`src/hdl/tmcr_pkg.sv`:
```
// Shared types, constants and defaults of the tile map collision block.
`default_nettype none

package tmcr_pkg;

  // field widths
  localparam int POS_W      = 18;
  localparam int TILE_IN_W  = 6;
  localparam int CHAR_W     = 8;
  localparam int CFG_W      = 7;
  localparam int TIDX_W     = 8;   // holds a tile index up to 255
  localparam int NCORNER    = 4;
  localparam int CNT_W      = 3;   // 0..4 recorded tiles

  localparam int POS_MAX_C  = 131071;
  localparam int POS_MIN_C  = -131072;

  localparam logic [CHAR_W-1:0] FREE_CHAR = 8'h2E;   // '.'

  // request types
  localparam logic REQ_MAP_WRITE = 1'b0;
  localparam logic REQ_COLLIDE   = 1'b1;

  // config port
  localparam int APB_DW     = 32;
  localparam int APB_AW     = 3;
  localparam logic REG_MAP_COLS = 1'b0;
  localparam logic REG_MAP_ROWS = 1'b1;
  localparam logic [CFG_W-1:0] MAP_COLS_RST = 7'd64;
  localparam logic [CFG_W-1:0] MAP_ROWS_RST = 7'd64;

  // parameter defaults
  localparam int MAP_COLS_MAX_DEF = 64;
  localparam int MAP_ROWS_MAX_DEF = 64;
  localparam int TILE_SIZE_DEF    = 64;
  localparam int AGENT_SIZE_DEF   = 60;
  localparam int AGENT_HALF_DEF   = 30;
  localparam int FRAC_BITS_DEF    = 4;

  localparam int QUEUE_DEPTH = 2;

  // one classified collide job, front to back
  typedef struct packed {
    logic signed [POS_W-1:0]            pos_x;
    logic signed [POS_W-1:0]            pos_y;
    logic [CNT_W-1:0]                   hit_count;
    logic [NCORNER-1:0][TIDX_W-1:0]     col;
    logic [NCORNER-1:0][TIDX_W-1:0]     row;
  } job_t;

endpackage

`default_nettype wire

```
`src/hdl/tmcr_back.sv`:
```
// Back end: pushes the agent out of each recorded tile, drives the result.
`default_nettype none

module tmcr_back import tmcr_pkg::*; #(
  parameter int MAP_COLS_MAX = MAP_COLS_MAX_DEF,
  parameter int MAP_ROWS_MAX = MAP_ROWS_MAX_DEF,
  parameter int TILE_SIZE    = TILE_SIZE_DEF,
  parameter int AGENT_HALF   = AGENT_HALF_DEF,
  parameter int FRAC_BITS    = FRAC_BITS_DEF
) (
  input  logic                    clk,
  input  logic                    rst_n,
  input  logic                    job_valid,
  input  job_t                    job,
  output logic                    pop,
  output logic                    out_valid,
  input  logic                    out_stall,
  output logic signed [POS_W-1:0] new_pos_x,
  output logic signed [POS_W-1:0] new_pos_y,
  output logic                    hit_wall
);

  localparam int SCALE = 1 << FRAC_BITS;
  localparam int TSPAN = TILE_SIZE * SCALE;
  localparam int MAXT  = (MAP_COLS_MAX > MAP_ROWS_MAX) ? MAP_COLS_MAX : MAP_ROWS_MAX;
  localparam int TMAX  = (2 * MAXT - 1) * TSPAN;
  localparam int AH2   = 2 * AGENT_HALF * SCALE;
  localparam int MIN2  = (2 * AGENT_HALF + TILE_SIZE) * SCALE;
  localparam int DW    = $clog2((1 << POS_W) + TMAX + AH2 + 1) + 1;   // doubled scale
  localparam logic signed [DW-1:0] AH2_D  = DW'(AH2);
  localparam logic signed [DW-1:0] MIN2_D = DW'(MIN2);
  localparam logic signed [DW-1:0] PMAX_D = DW'(POS_MAX_C);
  localparam logic signed [DW-1:0] PMIN_D = DW'(POS_MIN_C);

  typedef enum logic [2:0] {
    B_IDLE, B_DIST, B_DEPTH, B_MOVE, B_OUT
  } bstate_t;

  bstate_t                 state_r, state_nxt;
  job_t                    job_r, job_nxt;
  logic signed [POS_W-1:0] px_r, px_nxt;
  logic signed [POS_W-1:0] py_r, py_nxt;
  logic [CNT_W-1:0]        idx_r, idx_nxt;
  logic signed [DW-1:0]    dx2_r, dx2_nxt;
  logic signed [DW-1:0]    dy2_r, dy2_nxt;
  logic signed [DW-1:0]    xd2_r, xd2_nxt;
  logic signed [DW-1:0]    yd2_r, yd2_nxt;
  logic                    out_valid_r, out_valid_nxt;
  logic signed [POS_W-1:0] out_x_r, out_x_nxt;
  logic signed [POS_W-1:0] out_y_r, out_y_nxt;
  logic                    out_hit_r, out_hit_nxt;

  logic signed [DW-1:0]    px2;
  logic signed [DW-1:0]    py2;
  logic signed [DW-1:0]    tx2;
  logic signed [DW-1:0]    ty2;
  logic signed [DW-1:0]    abs_x;
  logic signed [DW-1:0]    abs_y;
  logic                    use_x;
  logic signed [DW-1:0]    depth_sel;
  logic signed [DW-1:0]    half;
  logic signed [DW-1:0]    p_ext;
  logic signed [DW-1:0]    moved;
  logic signed [DW-1:0]    clamped;
  logic [CNT_W-1:0]        idx_inc;

  assign out_valid = out_valid_r;
  assign new_pos_x = out_x_r;
  assign new_pos_y = out_y_r;
  assign hit_wall  = out_hit_r;

  // distances at twice the scale so the half unit survives
  assign px2 = {{(DW-POS_W-1){px_r[POS_W-1]}}, px_r, 1'b0};
  assign py2 = {{(DW-POS_W-1){py_r[POS_W-1]}}, py_r, 1'b0};
  assign tx2 = DW'({{(31-TIDX_W){1'b0}}, job_r.col[idx_r[1:0]], 1'b1} * TSPAN);
  assign ty2 = DW'({{(31-TIDX_W){1'b0}}, job_r.row[idx_r[1:0]], 1'b1} * TSPAN);

  assign abs_x = dx2_r[DW-1] ? -dx2_r : dx2_r;
  assign abs_y = dy2_r[DW-1] ? -dy2_r : dy2_r;

  // push along the shallower axis, ties go to y, away from the tile center
  assign use_x     = (xd2_r < yd2_r);
  assign depth_sel = use_x ? xd2_r : yd2_r;
  assign half      = (depth_sel + DW'(1)) >>> 1;
  assign p_ext     = use_x ? DW'(px_r) : DW'(py_r);
  assign moved     = (use_x ? dx2_r[DW-1] : dy2_r[DW-1]) ? p_ext - half : p_ext + half;
  assign clamped   = (moved > PMAX_D) ? PMAX_D : ((moved < PMIN_D) ? PMIN_D : moved);
  assign idx_inc   = idx_r + 1'b1;

  always_comb begin
    state_nxt     = state_r;
    job_nxt       = job_r;
    px_nxt        = px_r;
    py_nxt        = py_r;
    idx_nxt       = idx_r;
    dx2_nxt       = dx2_r;
    dy2_nxt       = dy2_r;
    xd2_nxt       = xd2_r;
    yd2_nxt       = yd2_r;
    out_valid_nxt = out_valid_r && out_stall;
    out_x_nxt     = out_x_r;
    out_y_nxt     = out_y_r;
    out_hit_nxt   = out_hit_r;
    pop           = 1'b0;

    case (state_r)
      B_IDLE: begin
        if (job_valid) begin
          pop       = 1'b1;
          job_nxt   = job;
          px_nxt    = job.pos_x;
          py_nxt    = job.pos_y;
          idx_nxt   = '0;
          state_nxt = (job.hit_count == '0) ? B_OUT : B_DIST;
        end
      end
      B_DIST: begin
        dx2_nxt   = px2 + AH2_D - tx2;
        dy2_nxt   = py2 + AH2_D - ty2;
        state_nxt = B_DEPTH;
      end
      B_DEPTH: begin
        xd2_nxt   = MIN2_D - abs_x;
        yd2_nxt   = MIN2_D - abs_y;
        state_nxt = B_MOVE;
      end
      B_MOVE: begin
        if (xd2_r > 0 && yd2_r > 0) begin
          if (use_x) begin
            px_nxt = clamped[POS_W-1:0];
          end else begin
            py_nxt = clamped[POS_W-1:0];
          end
        end
        idx_nxt   = idx_inc;
        state_nxt = (idx_inc == job_r.hit_count) ? B_OUT : B_DIST;
      end
      B_OUT: begin
        if (!out_valid_r || !out_stall) begin
          out_valid_nxt = 1'b1;
          out_x_nxt     = px_r;
          out_y_nxt     = py_r;
          out_hit_nxt   = (job_r.hit_count != '0);
          state_nxt     = B_IDLE;
        end
      end
      default: begin
        state_nxt = B_IDLE;
      end
    endcase
  end

  always_ff @(posedge clk) begin
    if (!rst_n) begin
      state_r     <= B_IDLE;
      out_valid_r <= 1'b0;
    end else begin
      state_r     <= state_nxt;
      out_valid_r <= out_valid_nxt;
    end
    job_r     <= job_nxt;
    px_r      <= px_nxt;
    py_r      <= py_nxt;
    idx_r     <= idx_nxt;
    dx2_r     <= dx2_nxt;
    dy2_r     <= dy2_nxt;
    xd2_r     <= xd2_nxt;
    yd2_r     <= yd2_nxt;
    out_x_r   <= out_x_nxt;
    out_y_r   <= out_y_nxt;
    out_hit_r <= out_hit_nxt;
  end

endmodule

`default_nettype wire

```
`config.mk`:
```
export PLATFORM = sky130hd
export DESIGN_NAME = tmcr_back
export DESIGN_NICKNAME = d
export VERILOG_FILES = /design/src/hdl/tmcr_pkg.sv /design/src/hdl/tmcr_back.sv
export SDC_FILE = /design/constraint.sdc
export NUM_CORES = 1
export LEC_CHECK = 0
export BUFFER_PORTS_ARGS = -buffer_cell sky130_fd_sc_hd__buf_2
export CORE_MARGIN = 3
export CORE_UTILIZATION = 55
export CTS_CLUSTER_DIAMETER = 100
export DETAILED_ROUTE_END_ITERATION = 8
export GPL_TIMING_DRIVEN = 0
export PLACE_DENSITY = 0.72
export SYNTH_ARGS = -nofsm -noshare
export SYNTH_HDL_FRONTEND = slang
export SYNTH_SLANG_ARGS = --single-unit
```
`constraint.sdc`:
```
create_clock -name clk -period 6.7 [get_ports clk]
set_input_delay 0.67 -clock clk [delete_from_list [all_inputs] [get_ports clk]]
set_output_delay 0.67 -clock clk [all_outputs]
set_load 0.005 [all_outputs]
```
Yosys cells after proc, flatten, opt, wreduce, memory -nomap -nowiden
Cells that the tools add are included.
W data, S select, Z words.
{"block": "classes", "n_lt_le_gt_ge": 6, "add_sub_neg": 12, "muxes": 31, "n_eq_ne": 10, "reduce_logical": 15}
{"cell": "$mux W18", "n": 8}
{"cell": "$mux W20", "n": 5}
{"cell": "$pmux W18 S2", "n": 2}
{"cell": "$add A19 B11 Y20 const B", "n": 2}
{"cell": "$gt A20 B1 Y1 const B", "n": 2}
{"cell": "$neg A20 Y20", "n": 2}
{"cell": "$sub A12 B20 Y20 const A", "n": 2}
{"cell": "$sub A20 B20 Y20", "n": 2}
{"cell": "$bmux W8 S2", "n": 2}
{"cell": "$add A20 B19 Y20", "n": 1}
{"cell": "$add A20 B2 Y20 const B", "n": 1}
{"cell": "$gt A20 B18 Y1 const B", "n": 1}
{"cell": "$lt A20 B18 Y1 const B", "n": 1}
{"cell": "$lt A20 B20 Y1", "n": 1}
{"cell": "$sub A20 B19 Y20", "n": 1}
{"cell": "$mux W8", "n": 2}
{"cell": "$mux W3", "n": 5}
{"cell": "$pmux W3 S5", "n": 1}
{"cell": "$ne A2 B2 Y1 const B", "n": 5}
{"cell": "$reduce_and A2 Y1", "n": 4}
{"cell": "$reduce_and A4 Y1", "n": 2}
{"cell": "$eq A3 B2 Y1 const B", "n": 2}
{"cell": "$logic_not A3 Y1", "n": 2}
{"cell": "$pmux W3 S2", "n": 1}
{"cell": "11 further kinds", "n": 17}
{"block": "word_totals", "elab_cells": 95, "output_inout_bits": 39, "reg_bits": 227}

Longest topological paths before layout
{"block": "depth", "word_depth": 11, "ltp_mapped": 28, "ltp_nobuf": 24}

Worst setup path before layout
Ideal clock, no wire load.
{"block": "synth_path", "path_type": "flip-flop to flip-flop", "startpoint": "register xd2_r[19]", "endpoint": "register py_r[10], data pin", "setup_slack_ps": 753, "stages_incl_launch_ff": 26, "t_arrival_ps": 5679, "required_ps": 6433, "n_path_buf": 4, "setup_time_ps": 267, "synth_period_minus_slack_ps": 5947, "path_cell_list": "edfxtp_1 > ha_1 > buf_2 > nand2_1 > nor2_1 > nor3_1 > mux2i_1 > nor3_4 > clkbuf_1 > buf_1 > mux2_2 > inv_1 > ha_1 > o21ai_0 > o31ai_1 > xnor2_1 > ha_1 > and3_1 > a31oi_1 > o21ai_1 > a2111oi_0 > o21bai_1 > xnor3_1 > a21oi_2 > buf_2 > o211ai_1"}
{"block": "synth_between", "elab_chain_len": 11, "elab_cells_between_ends": 15, "cone_classes": "add/sub (3); order compare (3); mux (9)"}
{"element": "start, declared", "line_no": "tmcr_back.sv:46", "rtl": "logic signed [DW-1:0] xd2_r, xd2_nxt;"}
{"element": "start signal, assigned", "line_no": "tmcr_back.sv:167", "rtl": "xd2_r <= xd2_nxt;"}
{"element": "$lt A20 B20 Y1", "line_no": "tmcr_back.sv:82", "rtl": "assign use_x = (xd2_r < yd2_r);"}
{"element": "$mux W20", "line_no": "tmcr_back.sv:83", "rtl": "assign depth_sel = use_x ? xd2_r : yd2_r;"}
{"element": "$add A20 B2 Y20", "line_no": "tmcr_back.sv:84", "rtl": "assign half = (depth_sel + DW'(1)) >>> 1;"}
{"element": "$add A20 B19 Y20 / $sub A20 B19 Y20 (equally long branches)", "line_no": "tmcr_back.sv:86", "rtl": "assign moved = (use_x ? dx2_r[DW-1] : dy2_r[DW-1]) ? p_ext - half : p_ext + half;"}
{"element": "$mux W20 *", "line_no": "tmcr_back.sv:86"}
{"element": "$lt A20 B18 Y1", "line_no": "tmcr_back.sv:87", "rtl": "assign clamped = (moved > PMAX_D) ? PMAX_D : ((moved < PMIN_D) ? PMIN_D : moved);"}
{"element": "$mux W18", "line_no": "tmcr_back.sv:87"}
{"element": "$mux W18 *", "line_no": "tmcr_back.sv:87"}
{"element": "$mux W18 *", "line_no": "tmcr_back.sv:129", "rtl": "if (use_x) begin"}
{"element": "$mux W18 *", "line_no": "tmcr_back.sv:128", "rtl": "if (xd2_r > 0 && yd2_r > 0) begin"}
{"element": "$pmux W18 S2 *", "line_no": "tmcr_back.sv:106", "rtl": "case (state_r)"}
{"element": "net py_nxt[10]", "line_no": "tmcr_back.sv:42", "rtl": "logic signed [POS_W-1:0] py_r, py_nxt;"}
{"element": "end signal, assigned", "line_no": "tmcr_back.sv:163", "rtl": "py_r <= py_nxt;"}
{"element": "end, declared", "line_no": "tmcr_back.sv:42"}
The timed path passes the listed nets; every way through them passes the cells marked *. The select of a mux whose other input is x is not followed.
A chain may end at the register's enable or synchronous reset.

Worst setup path after layout
{"block": "layout_path", "startpoint": "register yd2_r[3]", "endpoint": "register py_r[4], data pin"}
{"block": "layout_between", "elab_chain_len": 11, "elab_cells_between_ends": 15, "cone_classes": "add/sub (3); order compare (3); mux (9)"}
{"element": "start, declared", "line_no": "tmcr_back.sv:47", "rtl": "logic signed [DW-1:0] yd2_r, yd2_nxt;"}
{"element": "start signal, assigned", "line_no": "tmcr_back.sv:168", "rtl": "yd2_r <= yd2_nxt;"}
{"element": "$lt A20 B20 Y1", "line_no": "tmcr_back.sv:82"}
{"element": "$mux W20", "line_no": "tmcr_back.sv:83"}
{"element": "$add A20 B2 Y20", "line_no": "tmcr_back.sv:84"}
{"element": "$add A20 B19 Y20 / $sub A20 B19 Y20 (equally long branches)", "line_no": "tmcr_back.sv:86"}
{"element": "$mux W20 *", "line_no": "tmcr_back.sv:86"}
{"element": "$lt A20 B18 Y1", "line_no": "tmcr_back.sv:87"}
{"element": "$mux W18", "line_no": "tmcr_back.sv:87"}
{"element": "$mux W18 *", "line_no": "tmcr_back.sv:87"}
{"element": "$mux W18 *", "line_no": "tmcr_back.sv:129"}
{"element": "$mux W18 *", "line_no": "tmcr_back.sv:128"}
{"element": "$pmux W18 S2 *", "line_no": "tmcr_back.sv:106"}
{"element": "net py_nxt[4]", "line_no": "tmcr_back.sv:42"}
Marks and branches as above.

==> reports/metrics.cfg <==
[logic_synthesis]
synth_top_area_cell=edfxtp_1
async_flop_share_pct=0
synth_cell_type_count=80
ys_warn_count=0
synthesis.nets=1425
synth_area_per_cell_um2=11.0
synth.cell_area_mm2=0.0136
synth_enable_flop_cells=219
syn_inst=1234
synth_seq_area_share_pct=49.0
synth_top_area_share_pct=48.4
synthFlopType=edfxtp_1
yosys-top-cells-area=edfxtp_1 48%, ha_1 7.6%, xnor2_1 5.0%
ys_ff_latch=223

[place]
placed_area_mm2=0.0149
port_buffers=145
place_congestion=0.935
placedCellCount=1708
dp_hpwl_um=25800

[detailed_routing]
drtIter0Drc=756
post_drt_wl_per_cell_um=19.0
wl_um=33300
avgViaCountPerCell=5.81
ant_nets=0
via_count=10215
firstDrtPassIters=5
drc=0

[die]
start_util_pct=56.9
dieArea_mm2=0.0266
ios=146
die_w_um=163
rows=56
coreArea_mm2=0.0239
die_height_um=163

[min_path]
hold_class=primary input to register

[sta]
skew_ns=0.0157
hold_viol_final=0
holdWs_ns=0.327
fin_crit_sh_pct=95.6
relSlewSlack_pct=43.0
tightest_slew_ns=0.851
setup_tns_ns=0
maxSlewViolCount=0
final-setup-viol-count=0
fmax_ghz=0.156
finalCriticalPeriod_ns=6.40

[layout]
area.growth.synth_to_final_pct=16.8
nNetsFinal=1613
num_antenna_cells=0
finalNonFillerCells=1759
drive_gt1_share_pct=20.5
final_cell_mix=219 x edfxtp_1, 152 x buf_2, 144 x nand2_1
final_common_cell=edfxtp_1
final_area_mm2=0.0159

[cts]
htreeDepth=1
cts_sinks=223
path_clk_slew_ns=0.06
root_buffer=clkbuf_16
cts_buffers=24
clockBufferDepth=3
cts_tree=built
clk_latency_ns=0.52

[flow_run]
cap_violations=0

[setup_path]
startpoint_type=register
path_max_fanout=10
endpoint_kind=register
critical_path_class=register to register
critPathRequiredTime_ns=6.95
arrival_ns=6.65
reg2reg_slack_ns=0.30

[power]
ir_worst_vdd_mv=0.239
power_leakage_uw=0.00617
total_power_uw=7220
p_per_area_mw_per_mm2=455

[global_route]
track_usage_pct=25.0
gr-total-overflow=0
grt_max_degree=40
grt_pass1_vias=9791
grt_pass1_wl_um=52400
antenna_found_initial=0

[run_status]
status=finished, final reports clean

[per-layer routing]
metal | track usage (%) | up-vias | routed length (µm)
met5 | 0 | - | 0
met3 | 3.35 | 59 | 2170
met2 | 41.2 | 370 | 15600
met4 | 7.88 | 0 | 1010
li1 | - | 4942 | -
met1 | 34.8 | 4844 | 14500
[stage by stage]
stage / worst slack (ns) / util [%]
after global routing: -0.00696 / 66.4
after floorplan: 0.753 / -
final: 0.297 / 66.4
after CTS: 0.0278 / 65.9
after global placement: -0.665 / 61.6
after detailed placement: -0.648 / 62.3
[worst paths after layout]
path,start,to,cells past startpoint
setup reg to reg,yd2_r[3],py_r[4],27
setup / recovery,yd2_r[3],py_r[4],27
hold reg to reg,px_r[12],new_pos_x[12],0
hold / removal,job[23],job_r[23],1
[cell families (layout without fill, tap and decap cells)]
logic type / Yosys count / count (layout) / share of synthesized area (%)
flip-flops: 223 / 223 / 49.0
adder cells (fa/ha/maj): 84 / 84 / 7.79
buffers and inverters: 119 / 325 / 3.46
AO/OA/AOI/OAI: 258 / 258 / 12.5
XOR/XNOR: 128 / 128 / 8.35
multiplexers: 61 / 61 / 6.16
AND/OR/NAND/NOR: 361 / 361 / 12.8
[flip-flops by register name, summed over array words and instances, names as in the netlist]
name and flops:
job_r 67, new_pos_x 18, out_valid 1, yd2_r 19, dx2_r 19, xd2_r 19
new_pos_y 18, px_r 18, hit_wall 1, py_r 18, dy2_r 19, state_r 3
idx_r 3
[cell type report]
| class | instances | area [µm²] |
|---|---|---|
| Clock inverter | 15 | 183 |
| Tap cell | 319 | 399 |
| Fill cell | 1807 | 8020 |
| Clock buffer | 29 | 661 |
| Multi-Input combinational cell | 892 | 6560 |
| Buffer | 45 | 214 |
| Timing Repair Buffer | 163 | 931 |
| Inverter | 73 | 274 |
| Sequential cell | 223 | 6660 |
[power breakdown]
part	internal, µW	total, µW	switching [µW]	leakage, µW
logic	1510	3630	2120	0.00369
registers	1950	2190	233	0.00207
clock network	857	1400	547	0.000415
[cell usage after synthesis (4+ instances only)]
cell / n
nand2b_1: 9
xnor2_1: 77
nor3_2: 4
a21o_1: 7
o22ai_1: 5
or4_1: 4
o31ai_1: 10
nor3_1: 26
nor4_1: 11
nor2b_1: 10
ha_1: 83
edfxtp_1: 219
o2111ai_1: 4
inv_1: 73
nand3_1: 12
nand2_1: 144
a21oi_1: 58
a21boi_0: 6
o21bai_1: 8
nand4_1: 10
mux2i_1: 27
xor2_1: 50
o21a_1: 10
mux2_2: 17
mux4_2: 16
or3_1: 11
dfxtp_1: 4
and2_1: 6
clkbuf_1: 32
o21ai_1: 11
o21ai_0: 57
buf_2: 11
nor2_1: 85
o211ai_1: 35
o41ai_1: 9
[critical path, stage by stage (launching register included)]
cell	delay (ns)
edfxtp_1	0.45
inv_1	0.13
ha_1	0.24
a21oi_1	0.14
o21ai_1	0.11
a31oi_1	0.24
a211oi_2	0.15
nor3_4	0.23
clkbuf_4	0.25
buf_4	0.23
mux2_2	0.21
inv_1	0.05
ha_1	0.24
o21ai_1	0.23
nand2_1	0.12
xnor2_1	0.33
ha_2	0.40
a21o_1	0.19
a21oi_1	0.20
o21bai_1	0.11
a31oi_1	0.21
o21ai_2	0.14
a2111oi_2	0.40
o21bai_1	0.12
xnor3_2	0.46
a21oi_4	0.19
clkbuf_4	0.23
o211ai_1	0.12
[what timing repair did]
action,in CTS,in global routing
hold buffers,0,0
gates cloned,0,0
gates resized for setup,3,28
setup buffers,1,7
endpoints found under the setup margin,36,36
pin swaps,2,2
(Power assumes the default switching activity.)
