===== config.mk =====
export PLATFORM = sky130hd
export DESIGN_NAME = tmcr_queue
export DESIGN_NICKNAME = d
export VERILOG_FILES = /design/src/hdl/tmcr_pkg.sv /design/src/hdl/tmcr_queue.sv
export SDC_FILE = /design/constraint.sdc
export NUM_CORES = 1
export LEC_CHECK = 0
export CAP_MARGIN = 30
export CORE_UTILIZATION = 49
export CTS_CLUSTER_SIZE = 25
export DETAILED_ROUTE_END_ITERATION = 10
export DONT_BUFFER_PORTS = 1
export GPL_TIMING_DRIVEN = 0
export PLACE_DENSITY = 0.63
export SLEW_MARGIN = 0
export SYNTH_ARGS = -nofsm -noshare
export SYNTH_HDL_FRONTEND = slang
export SYNTH_SLANG_ARGS = --single-unit

===== constraint.sdc =====
create_clock -name clk -period 5.3 [get_ports clk]
set_input_delay 0.795 -clock clk [delete_from_list [all_inputs] [get_ports clk]]
set_output_delay 0.795 -clock clk [all_outputs]
set_load 0.01 [all_outputs]

===== src/hdl/tmcr_pkg.sv =====
// Shared types, constants and defaults of the tile map collision block.
`default_nettype none

package tmcr_pkg;

  // field widths
  localparam int POS_W      = 18;
  localparam int TILE_IN_W  = 6;
  localparam int CHAR_W     = 8;
  localparam int CFG_W      = 7;
  localparam int TIDX_W     = 8;   // holds a tile index up to 255
  localparam int NCORNER    = 4;
  localparam int CNT_W      = 3;   // 0..4 recorded tiles

  localparam int POS_MAX_C  = 131071;
  localparam int POS_MIN_C  = -131072;

  localparam logic [CHAR_W-1:0] FREE_CHAR = 8'h2E;   // '.'

  // request types
  localparam logic REQ_MAP_WRITE = 1'b0;
  localparam logic REQ_COLLIDE   = 1'b1;

  // config port
  localparam int APB_DW     = 32;
  localparam int APB_AW     = 3;
  localparam logic REG_MAP_COLS = 1'b0;
  localparam logic REG_MAP_ROWS = 1'b1;
  localparam logic [CFG_W-1:0] MAP_COLS_RST = 7'd64;
  localparam logic [CFG_W-1:0] MAP_ROWS_RST = 7'd64;

  // parameter defaults
  localparam int MAP_COLS_MAX_DEF = 64;
  localparam int MAP_ROWS_MAX_DEF = 64;
  localparam int TILE_SIZE_DEF    = 64;
  localparam int AGENT_SIZE_DEF   = 60;
  localparam int AGENT_HALF_DEF   = 30;
  localparam int FRAC_BITS_DEF    = 4;

  localparam int QUEUE_DEPTH = 2;

  // one classified collide job, front to back
  typedef struct packed {
    logic signed [POS_W-1:0]            pos_x;
    logic signed [POS_W-1:0]            pos_y;
    logic [CNT_W-1:0]                   hit_count;
    logic [NCORNER-1:0][TIDX_W-1:0]     col;
    logic [NCORNER-1:0][TIDX_W-1:0]     row;
  } job_t;

endpackage

`default_nettype wire


===== src/hdl/tmcr_queue.sv =====
// Small FIFO of collide jobs between front and back.
`default_nettype none

module tmcr_queue import tmcr_pkg::*; (
  input  logic clk,
  input  logic rst_n,
  input  logic push_valid,
  input  job_t push_job,
  output logic full,
  output logic head_valid,
  output job_t head_job,
  input  logic pop
);

  localparam int PW = (QUEUE_DEPTH > 1) ? $clog2(QUEUE_DEPTH) : 1;
  localparam int CW = $clog2(QUEUE_DEPTH + 1);

  job_t            slot_r [QUEUE_DEPTH];
  logic [PW-1:0]   wr_ptr_r, wr_ptr_nxt;
  logic [PW-1:0]   rd_ptr_r, rd_ptr_nxt;
  logic [CW-1:0]   count_r, count_nxt;
  logic            do_push;
  logic            do_pop;

  assign full       = (count_r == CW'(QUEUE_DEPTH));
  assign head_valid = (count_r != '0);
  assign head_job   = slot_r[rd_ptr_r];
  assign do_push    = push_valid && !full;
  assign do_pop     = pop && head_valid;

  always_comb begin
    wr_ptr_nxt = wr_ptr_r;
    rd_ptr_nxt = rd_ptr_r;
    count_nxt  = count_r;
    if (do_push) begin
      wr_ptr_nxt = (wr_ptr_r == PW'(QUEUE_DEPTH - 1)) ? '0 : wr_ptr_r + 1'b1;
    end
    if (do_pop) begin
      rd_ptr_nxt = (rd_ptr_r == PW'(QUEUE_DEPTH - 1)) ? '0 : rd_ptr_r + 1'b1;
    end
    if (do_push && !do_pop) begin
      count_nxt = count_r + 1'b1;
    end else if (do_pop && !do_push) begin
      count_nxt = count_r - 1'b1;
    end
  end

  always_ff @(posedge clk) begin
    if (!rst_n) begin
      wr_ptr_r <= '0;
      rd_ptr_r <= '0;
      count_r  <= '0;
    end else begin
      wr_ptr_r <= wr_ptr_nxt;
      rd_ptr_r <= rd_ptr_nxt;
      count_r  <= count_nxt;
    end
    if (do_push) begin
      slot_r[wr_ptr_r] <= push_job;
    end
  end

endmodule

`default_nettype wire


Word level (Yosys, flattened, before mapping)
Memories as Yosys holds them, arrays and structs flattened. A register that Yosys moved wholly into a read port is not among the register bits.
Index checks and enable logic that the tools add are counted.
{"block": "classes", "n_addsub": 4, "eq_ne": 1, "muxes": 8, "reduce_logical": 9}
{"op": "$mux W1", "n": 6}
{"op": "$logic_and A1 B1 Y1", "n": 4}
{"op": "$mux W2", "n": 2}
{"op": "$reduce_bool A2 Y1", "n": 2}
{"op": "$logic_not A1 Y1", "n": 3}
{"op": "$add A1 B1 Y1 const B", "n": 2}
{"op": "$add A2 B1 Y2 const B", "n": 1}
{"op": "$eq A2 B2 Y1 const B", "n": 1}
{"op": "$sub A2 B1 Y2 const B", "n": 1}
{"block": "word_totals", "ff_bits": 4, "ramBits": 206, "inputBits": 107, "out_inout_bits": 105, "memories": 1}
{"name": "slot_r", "words": 2, "word_bits": 103, "read_ports": 1, "rd_ports_with_merged_regs": 1, "wr": 1, "line_no": "tmcr_queue.sv:18", "rtl": "job_t slot_r [QUEUE_DEPTH];"}

Longest topological paths before layout
Gate-level depths: netlist of the first run.
{"block": "logic_depth", "ltp_word": 7, "mapped_depth": 7, "mapped_depth_nobuf": 7}

Least setup slack after synthesis of the first run
OpenSTA, ideal clock, no wires.
{"block": "synth_timing", "kind": "input -> register", "startpoint": "input push_valid", "endpoint": "memory slot_r[0][0] (netlist bit), enable pin", "setup_ps": 548, "arrival_time_ps": 4861, "slack_ps": -109, "cell_stages": 2, "n_path_buf": 0, "path_cell_list": "inv_1 > nor3_2"}
{"block": "synth_between", "elab_chain_len": 3}
{"element": "start, declared", "line_no": "tmcr_queue.sv:7", "rtl": "input logic push_valid,"}
{"element": "$logic_and A1 B1 Y1", "line_no": "tmcr_queue.sv:28", "rtl": "assign do_push = push_valid && !full;"}
{"element": "$mux W1", "line_no": "tmcr_queue.sv:58", "rtl": "if (do_push) begin"}
{"element": "$mux W1 (implied by the code)", "line_no": "tmcr_queue.sv:59", "rtl": "slot_r[wr_ptr_r] <= push_job;"}
{"element": "end, declared", "line_no": "tmcr_queue.sv:18"}
No other way between the ends.

==> summary.md, run 1 <==
| Metric | Value |
|---|---|
| Core Area | roughly 0.015 sq mm |
| Total GRT Usage | 0.153 |
| Max IR drop VDD | 0.000382 V |
| Die W | ~130 um |
| Post-Syn Instances | 345 |
| Slew Limit Fails | 0 |
| CTS Buffer Depth | 3 |
| RSZ-0062 raised after global routing | no |
| Setup Buffers After CTS | 0 |
| Number of port buffers | 0 |
| HP Class | input pin to register |
| GR peak layer | met2 |
| Met3 global-route usage | 0.0838 |
| Post_cts resized | 0 |
| Grt met2 use | 0.247 |
| Number of setup violations in the final report | 0 |
| P_leak | about 2.9 nW |
| Starting DRT DRC Count | approximately 170 |
| WP data arrival | roughly 1.7 ns |
| ANT cells | 0 |
| Rows | 45 |
| Met1 GRT Util | 0.173 |
| Wire per inst | between 20 and 25 um |
| Mean post-synth cell area | between 20 and 25 sq um |
| Fin Clk Skew | between 0.006 and 0.007 ns |
| Starting density of the core | 0.504 |
| CTS tree | built |
| H-Tree Depth | 1 |
| Seq/Total Area, Yosys | 0.818 |
| Area grow syn2layout | 15.0% |
| Skew-Pair Late Insertion Delay | about 0.5 ns |
| Initial antenna violation count | 0 |
| Relative slew slack | 0.696 |
| Critical Path RT | ~4.5 ns |
| Yosys warning count | 0 |
| Non-filler cells in the finished layout | roughly 600 |
| Routed wire length | 12,600 um |
| Vias in the first global route | 3,321 |
| Pwr Density | roughly 520 mW/mm^2 |
| CP endpoint kind | output port |
| Hold Fails Final Rpt | 0 |
| Sinks on Clock Net | between 200 and 250 |
| Crit path kind | register to output port |
| Dpl hpwl | 8720 um |
| Worst Path Max Fanout | 10 |
| MaxCap Viol Count | 0 |
| # hold bufs at CTS | 0 |
| Ports | 212 |
| WHS Path Cells | 0 |
| Setup tns final | 0 ns |
| Layout cells sized above 1 | 0.399 |
| Die area | around 0.016 sq mm |
| TritonRoute pass-1 iters | 4 |
| Clk root buf | clkbuf_16 |
| Die H | around 130 um |
| Fmax | roughly 400 MHz |
| Nets | approximately 490 |
| Dpl cells | 563 |
| GRT overflow | 0 |
| Post-route minimum period | approximately 2.5 ns |
| #FFs+latches synth | 211 |
| Vias per cell | roughly 5.3 |
| R2r startpoint | count_r[0]$_SDFFE_PN0P_ |
| Mapped Nets | approximately 450 |
| Num CTS Buffers | 22 |
| Cell Area, Synth | 0.00768 sq mm |
| Period Utilization, post-route | 0.477 |
| Status | finished, final reports clean |
| Startpoint Class | register |
| DRT antenna net count | 0 |
| Largest net degree at the start of global routing | 39 |
| Worst r2r path cells | 7 |
| Residual DRC count | 0 |
| Vias | 3,184 |
| First-pass GRT wire length | between 15,000 and 20,000 um |
| GP Congestion | 0.689 |
| Worst slew pin tran | ~0.46 ns |
| Cell variety after synth | 22 |
| HP Start | push_job[100] |
| Clock transition at path regs | approximately 0.06 ns |
==> cell usage after synthesis <==
library cell  number  area [sq um]
buf_4              1          7.51
xnor2_1            2          17.5
edfxtp_1         206          6190
nor3_2             1          10.0
xor2_1             1          8.76
ha_1               1          12.5
a21boi_0           1          7.51
and3_1             1          6.26
o21ai_0            1          5.00
inv_1              2          7.51
buf_6              7          78.8
and2_1             3          18.8
nor2_1             1          3.75
nand2b_1           1          6.26
o21ai_1            1          5.00
a21boi_1           1          7.51
mux2_2           103          1160
or3_1              1          6.26
buf_2              3          15.0
o21a_1             1          7.51
dfxtp_1            5           100
or2_2              1          6.26
==> routing by layer <==
layer / vias to the layer above / wire length (um)
met4: 0 / 235
met2: 168 / 6070
met5: - / 0
met3: 19 / 1630
met1: 1568 / 4690
li1: 1429 / -
==> area by class of cell <==
type / instances / area (sq um)
well taps: 211 / 264
flip-flops and latches: 211 / 6290
fillers: 1115 / 6420
plain buffers: 11 / 101
clock buffers: 31 / 636
clock inverters: 7 / 62.6
multi-input cells: 121 / 1300
repair buffers: 8 / 180
inverters: 2 / 7.51
==> report_power, final <==
part | internal (mW) | switching, mW | leakage, nW | total (mW)
Clock | 0.880 | 0.571 | 0.336 | 1.45
Combinational | 0.417 | 0.545 | 0.585 | 0.962
Sequential | 2.09 | 0.0509 | 1.96 | 2.14
==> cells by family after synthesis <==
family,count (synthesis),synth area share
fa+ha+maj,1,0.00163
buf+inv,13,0.0142
xor+xnor,3,0.00342
compound gates,5,0.00423
mux,103,0.151
simple gates,9,0.00749
flops,211,0.818
==> cells in the final DEF (no fill, tap or decap), types with 3 or more instances in the layout <==
cell         n
mux2_2     103
edfxtp_1   206
dfxtp_1      5
clkbuf_8     3
clkbuf_16   23
clkbuf_1     5
and2_1       3
buf_2        3
buf_6        7
buf_16       4
==> registers in the layout, indices dropped and copies added, names as in the netlist, named ones only <==
name and count:
wr_ptr_r 1, rd_ptr_r 1, slot_r 206, count_r 2
==> final timing paths <==
path / end / slack, ns
worst min-delay path: slot_r[0][100]$_DFFE_PP_ / 0.40
worst min register to register: count_r[1]$_SDFFE_PN0P_ / 0.54
worst max-delay path: head_job[68] / 2.77
worst max register to register: slot_r[0][58]$_DFFE_PP_ / 3.20
==> stage by stage <==
step           hold slack, ns  setup WS, ns  area (sq um)   util  power (mW)
4_1_cts                 0.377          2.68          8810  0.577        4.61
6_report                0.398          2.77          8840  0.579        4.56
3_3_place_gp            0.504         0.197          7950  0.521        3.11
5_1_grt                 0.371          2.64          8840  0.579        4.75
3_5_place_dp            0.531          2.61          8110  0.532        3.15
2_1_floorplan           0.479          1.52          7690      -        2.92
==> critical path: stages, from the launching register on <==
cell,delay [ns]
dfxtp_1,0.39
buf_4,0.25
buf_6,0.19
mux2_2,0.40
Power figures use the tool's default switching activity.
==> inputs of run 2 (changes only) <==
--- a/config.mk
+++ b/config.mk
@@ -11,7 +11,7 @@
 export DETAILED_ROUTE_END_ITERATION = 10
 export DONT_BUFFER_PORTS = 1
 export GPL_TIMING_DRIVEN = 0
-export PLACE_DENSITY = 0.63
+export PLACE_DENSITY = 0.61
 export SLEW_MARGIN = 0
 export SYNTH_ARGS = -nofsm -noshare
 export SYNTH_HDL_FRONTEND = slang
==> constraint.sdc (replaced) <==
create_clock -name clk -period 2.4 [get_ports clk]
set_input_delay 0.36 -clock clk [delete_from_list [all_inputs] [get_ports clk]]
set_output_delay 0.36 -clock clk [all_outputs]
set_load 0.01 [all_outputs]
==> summary.md, run 2 (synthesis gave the netlist of run 1 again) <==
| Metric | Value |
|---|---|
| # hold bufs at CTS | 104 (+104) |
| First-pass GRT wire length | 20,500 um (+11%) |
| Die W | 127 um (unchanged) |
| Rows | 45 (unchanged) |
| Ports | 212 (unchanged) |
| Biggest register | slot_r |
| Starting density of the core | 0.504 (unchanged) |
| Number of port buffers | 0 (unchanged) |
| Filler cells | 1,039 (-6.8%) |
| Wire per inst | 19.3 um (-8.2%) |
| Placed inst area | 0.00816 sq mm (+0.63%) |
| Pwr Density | 1040 mW/mm^2 (+100%) |
| Post-route minimum period | approximately 2.2 ns |
| Setup Buffers After CTS | 0 (unchanged) |
| CTS tree | built |
| Non-filler cells in the finished layout | 705 (+17%) |
| Number of setup violations in the final report | 0 (unchanged) |
| Largest net degree at the start of global routing | 54 (+38%) |
| Routed wire length | 13,600 um (+7.5%) |
| Vias in the first global route | 3,840 (+16%) |
| Skew-Pair Late Insertion Delay | 0.48 ns (about the same) |
| Sinks on Clock Net | 211 (unchanged) |
| Overall Power | 10.3 mW (+130%) |
| Starting DRT DRC Count | 129 (-26%) |
| Die area | 0.0162 sq mm (unchanged) |
| Dpl hpwl | 8690 um (-0.35%) |
| Worst Path Max Fanout | 20 (+10) |
| Residual DRC count | 0 (unchanged) |
| Clock transition at path regs | 0.06 ns (about the same) |
| Biggest regs | slot_r (206), count_r (2) |
| Layout cells sized above 1 | 0.314 (-0.0852) |
| H-Tree Depth | 1 (unchanged) |
| MaxCap Viol Count | 0 (unchanged) |
| Nets | 588 (+21%) |
| Die H | 127 um (unchanged) |
| RSZ-0062 raised after global routing | no |
| Critical Path RT | 2.59 ns (-1.92 ns) |
| Vias | 3,583 (+13%) |
| CP endpoint kind | register |
| Initial antenna violation count | 0 (unchanged) |
| Max IR drop VDD | 0.000651 V (+71%) |
| Total GRT Usage | 0.166 (+0.0134) |
| Startpoint Class | register |
| GRT overflow | 0 (unchanged) |
| Final core occ | 0.648 (+0.0691) |
| Period Utilization, post-route | 0.908 |
| Relative slew slack | 0.432 (-0.264) |
| Fmax | ~460 MHz |
| Area grow syn2layout | 28.7% |
| GP Congestion | 0.709 (+2.9%) |
| Vias per cell | 5.08 (-3.9%) |
| Slew Limit Fails | 0 (unchanged) |
| Final instance area | 0.00989 sq mm (+12%) |
| Fin Clk Skew | 0.00547 ns (-0.00146 ns) |
| Post_cts resized | 0 (unchanged) |
| Crit path kind | register to register |
| Most frequent cells in the layout | 206 x edfxtp_1, 104 x dlygate4sd3_1, 103 x mux2_2 |
| ANT cells | 0 (unchanged) |
| Commonest non-fill, non-tap cell in the layout | edfxtp_1 |
| DRT antenna net count | 0 (unchanged) |
| Status | finished, final reports clean |
| TritonRoute pass-1 iters | 4 (unchanged) |
| Setup tns final | 0 ns (unchanged) |
| Dpl cells | 563 (unchanged) |
| WP data arrival | 2.37 ns (+0.64 ns) |
| Clk root buf | clkbuf_16 |
| Largest register FFs | 206 (unchanged) |
| HP Class | input pin to register |
| P_leak | 3.33 nW (+15%) |
| Worst slew pin tran | 0.849 ns (+0.394 ns) |
| Core Area | 0.0153 sq mm (unchanged) |
| Num CTS Buffers | 22 (unchanged) |
| Hold Fails Final Rpt | 0 (unchanged) |
| CTS Buffer Depth | 3 (unchanged) |
## run 2: worst max-delay path: stages (launching register included)
cell	delay, ns
dfxtp_2	0.38
nand2b_4	0.16
inv_4	0.05
nor3_4	0.69
buf_16	0.24
buf_16	0.16
buf_16	0.17
## run 2: area by class of cell
type / count / area, sq um / share of cell area
well taps: 211 / 264 / 0.0267
clock inverters: 7 / 82.6 / 0.00835
multi-input cells: 121 / 1310 / 0.132
inverters: 2 / 10.0 / 0.00101
plain buffers: 11 / 101 / 0.0102
clock buffers: 31 / 606 / 0.0612
flip-flops and latches: 211 / 6290 / 0.636
repair buffers: 111 / 1230 / 0.125
## run 2: metal layers
layer  track usage  share of wire  up-vias
met5             0              0        -
met1         0.189           0.38     1776
met3        0.0632          0.082       27
met2         0.293           0.51      142
met4        0.0469          0.022        0
li1              -              -     1638
## run 2: stage by stage
step / hold slack, ns / worst slack (ns)
after CTS: 0.00916 / 0.190
after global placement: 0.459 / -2.37
after detailed placement: 0.459 / 0.204
after global routing: 0.0173 / 0.109
final: 0.0337 / 0.221
after floorplan: 0.459 / -1.07
## run 2: where the power goes
part | switching (mW) | total (mW) | internal [mW]
Combinational | 1.26 | 2.33 | 1.07
Clock | 1.23 | 3.20 | 1.96
Sequential | 0.122 | 4.75 | 4.63
## run 2: worst paths after layout
kind                                         startpoint                       to  slack, ns  depth (start not counted)
worst min register to register  count_r[1]$_SDFFE_PN0P_  count_r[1]$_SDFFE_PN0P_       0.57                          2
worst max-delay path            count_r[0]$_SDFFE_PN0P_  slot_r[0][38]$_DFFE_PP_       0.22                          6
worst min-delay path                              rst_n  count_r[1]$_SDFFE_PN0P_       0.03                          1
worst max register to register  count_r[0]$_SDFFE_PN0P_  slot_r[0][38]$_DFFE_PP_       0.22                          6
==> inputs of run 3 (changes only) <==
--- a/config.mk
+++ b/config.mk
@@ -10,7 +10,6 @@
 export CTS_CLUSTER_SIZE = 25
 export DETAILED_ROUTE_END_ITERATION = 10
 export DONT_BUFFER_PORTS = 1
-export GPL_TIMING_DRIVEN = 0
 export PLACE_DENSITY = 0.61
 export SLEW_MARGIN = 0
 export SYNTH_ARGS = -nofsm -noshare
==> summary.md, run 3 (synthesis gave the netlist of run 1 again) <==
| Metric | Value |
|---|---|
| Largest register FFs | 206 (unchanged) |
| Sinks on Clock Net | 211 (unchanged) |
| Status | finished, final reports clean |
| Vias per cell | 5.10 (+0.33%) |
| Vias in the first global route | 3,754 (-2.2%) |
| Non-filler cells in the finished layout | 688 (-2.4%) |
| WP data arrival | 1.68 ns (-0.69 ns) |
| Biggest regs | slot_r (206), count_r (2) |
| DRT antenna net count | 0 (unchanged) |
| First-pass GRT wire length | 20,000 um (-2.5%) |
| Number of setup violations in the final report | 0 (unchanged) |
| Dpl hpwl | 8090 um (-6.9%) |
| Worst Path Max Fanout | 36 (+80%) |
| Max stage delay on crit path | 0.43 ns (-0.26 ns) |
| HP Class | input pin to register |
| Worst slew pin tran | 0.468 ns (-0.381 ns) |
| RSZ-0062 raised after global routing | no |
| CTS tree | built |
| Filler cells | 1,094 (+5.3%) |
| GP Congestion | 0.694 (-2.1%) |
| CP max-delay cell | mux2_2 |
| Startpoint Class | register |
| Relative slew slack | 0.688 (+0.256) |
| H-Tree Depth | 1 (unchanged) |
| Layout cells sized above 1 | 0.300 (-0.0140) |
| Biggest register | slot_r |
| Post_cts resized | 0 (unchanged) |
| Starting density of the core | 0.504 (unchanged) |
| Setup tns final | 0 ns (unchanged) |
| Residual DRC count | 0 (unchanged) |
| Vias | 3,508 (-2.1%) |
| MaxCap Viol Count | 0 (unchanged) |
| Number of port buffers | 0 (unchanged) |
| GRT overflow | 0 (unchanged) |
| Largest delay share family, worst path | multiplexers |
| Initial antenna violation count | 0 (unchanged) |
| Skew-Pair Late Insertion Delay | 0.48 ns (about the same) |
| Ports | 212 (unchanged) |
| Total GRT Usage | 0.163 (-0.00272) |
| Die area | 0.0162 sq mm (unchanged) |
| Nets | 575 (-2.2%) |
| Clk root buf | clkbuf_16 |
| Fmax | 491 MHz (+6.9%) |
| Post-route minimum period | 2.04 ns (-0.140 ns) |
| Max IR drop VDD | 0.000728 V (+12%) |
| Dpl cells | 551 (-2.1%) |
| R2r startpoint | count_r[0]$_SDFFE_PN0P_ |
| Area grow syn2layout | 25.7% |
| ANT cells | 0 (unchanged) |
| Die W | 127 um (unchanged) |
| Final core occ | 0.633 (-0.0151) |
| Starting DRT DRC Count | 155 (+20%) |
| CP Cell Sequence | buf_4, mux2_2 |
| Wire per inst | 19.6 um (+1.6%) |
| Die H | 127 um (unchanged) |
| Routed wire length | 13,500 um (-0.86%) |
| Period Utilization, post-route | 0.849 (-0.0585) |
| Setup Buffers After CTS | 0 (unchanged) |
| TritonRoute pass-1 iters | 4 (unchanged) |
| Num CTS Buffers | 21 (-4.5%) |
| CTS Buffer Depth | 3 (unchanged) |
| # hold bufs at CTS | 104 (unchanged) |
| Clock transition at path regs | 0.06 ns (about the same) |
| Most frequent cells in the layout | 206 x edfxtp_1, 104 x dlygate4sd3_1, 103 x mux2_2 |
| Commonest non-fill, non-tap cell in the layout | edfxtp_1 |
| Rows | 45 (unchanged) |
| Core Area | 0.0153 sq mm (unchanged) |
| Overall Power | 9.94 mW (-3.2%) |
| Fin Clk Skew | 0.00940 ns (+0.00393 ns) |
| Pwr Density | 1030 mW/mm^2 (-0.89%) |
| Critical Path RT | 2.04 ns (-0.55 ns) |
| Largest net degree at the start of global routing | 84 (+56%) |
| Slew Limit Fails | 0 (unchanged) |
| Hold Fails Final Rpt | 0 (unchanged) |
| Crit path kind | register to output port |
| HP Start | rst_n |
| CP endpoint kind | output port |
| P_leak | 3.21 nW (-3.5%) |
| CP bufs+invs | 1 (-3) |
[run 3: cell count changes in the layout (fill, tap and decap cells not counted), moves of 2 or more]
cell,before,now
clkbuf_1,8,1
buf_6,7,0
clkbuf_16,23,21
buf_16,7,0
clkinv_1,2,5
buf_12,0,4
buf_2,3,0
[run 3: area by class of cell]
type | instances | area, sq um | area share
clock buffers | 22 | 529 | 0.0548
clock inverters | 11 | 124 | 0.0128
inverters | 2 | 10.0 | 0.00104
multi-input cells | 121 | 1310 | 0.135
flip-flops and latches | 211 | 6290 | 0.651
well taps | 211 | 264 | 0.0273
repair buffers | 110 | 1140 | 0.118
[run 3: metrics by stage]
stage	instance area, sq um	hold slack (ns)	setup WS, ns
final	9660	0.0345	0.362
after global routing	9660	0.00964	0.269
after CTS	9660	0.0151	0.328
after detailed placement	7970	0.459	0.780
after global placement	7970	0.459	0.814
after floorplan	7700	0.459	-1.07
[run 3: report_power, final]
group	internal, mW	switching, mW
combinational	0.879	1.20
sequential	4.63	0.128
clock	1.90	1.20
[run 3: final timing paths]
check	end	slack, ns	cells after the start
max	head_job[42]	0.36	2
min	count_r[1]$_SDFFE_PN0P_	0.03	1
max reg2reg	slot_r[0][29]$_DFFE_PP_	0.77	4
min reg2reg	count_r[1]$_SDFFE_PN0P_	0.55	2
[run 3: routing by layer]
layer  track usage  wire (um)
met4        0.0455        274
met2         0.284       6720
met1         0.183       5150
met5             0          0
met3        0.0712       1310
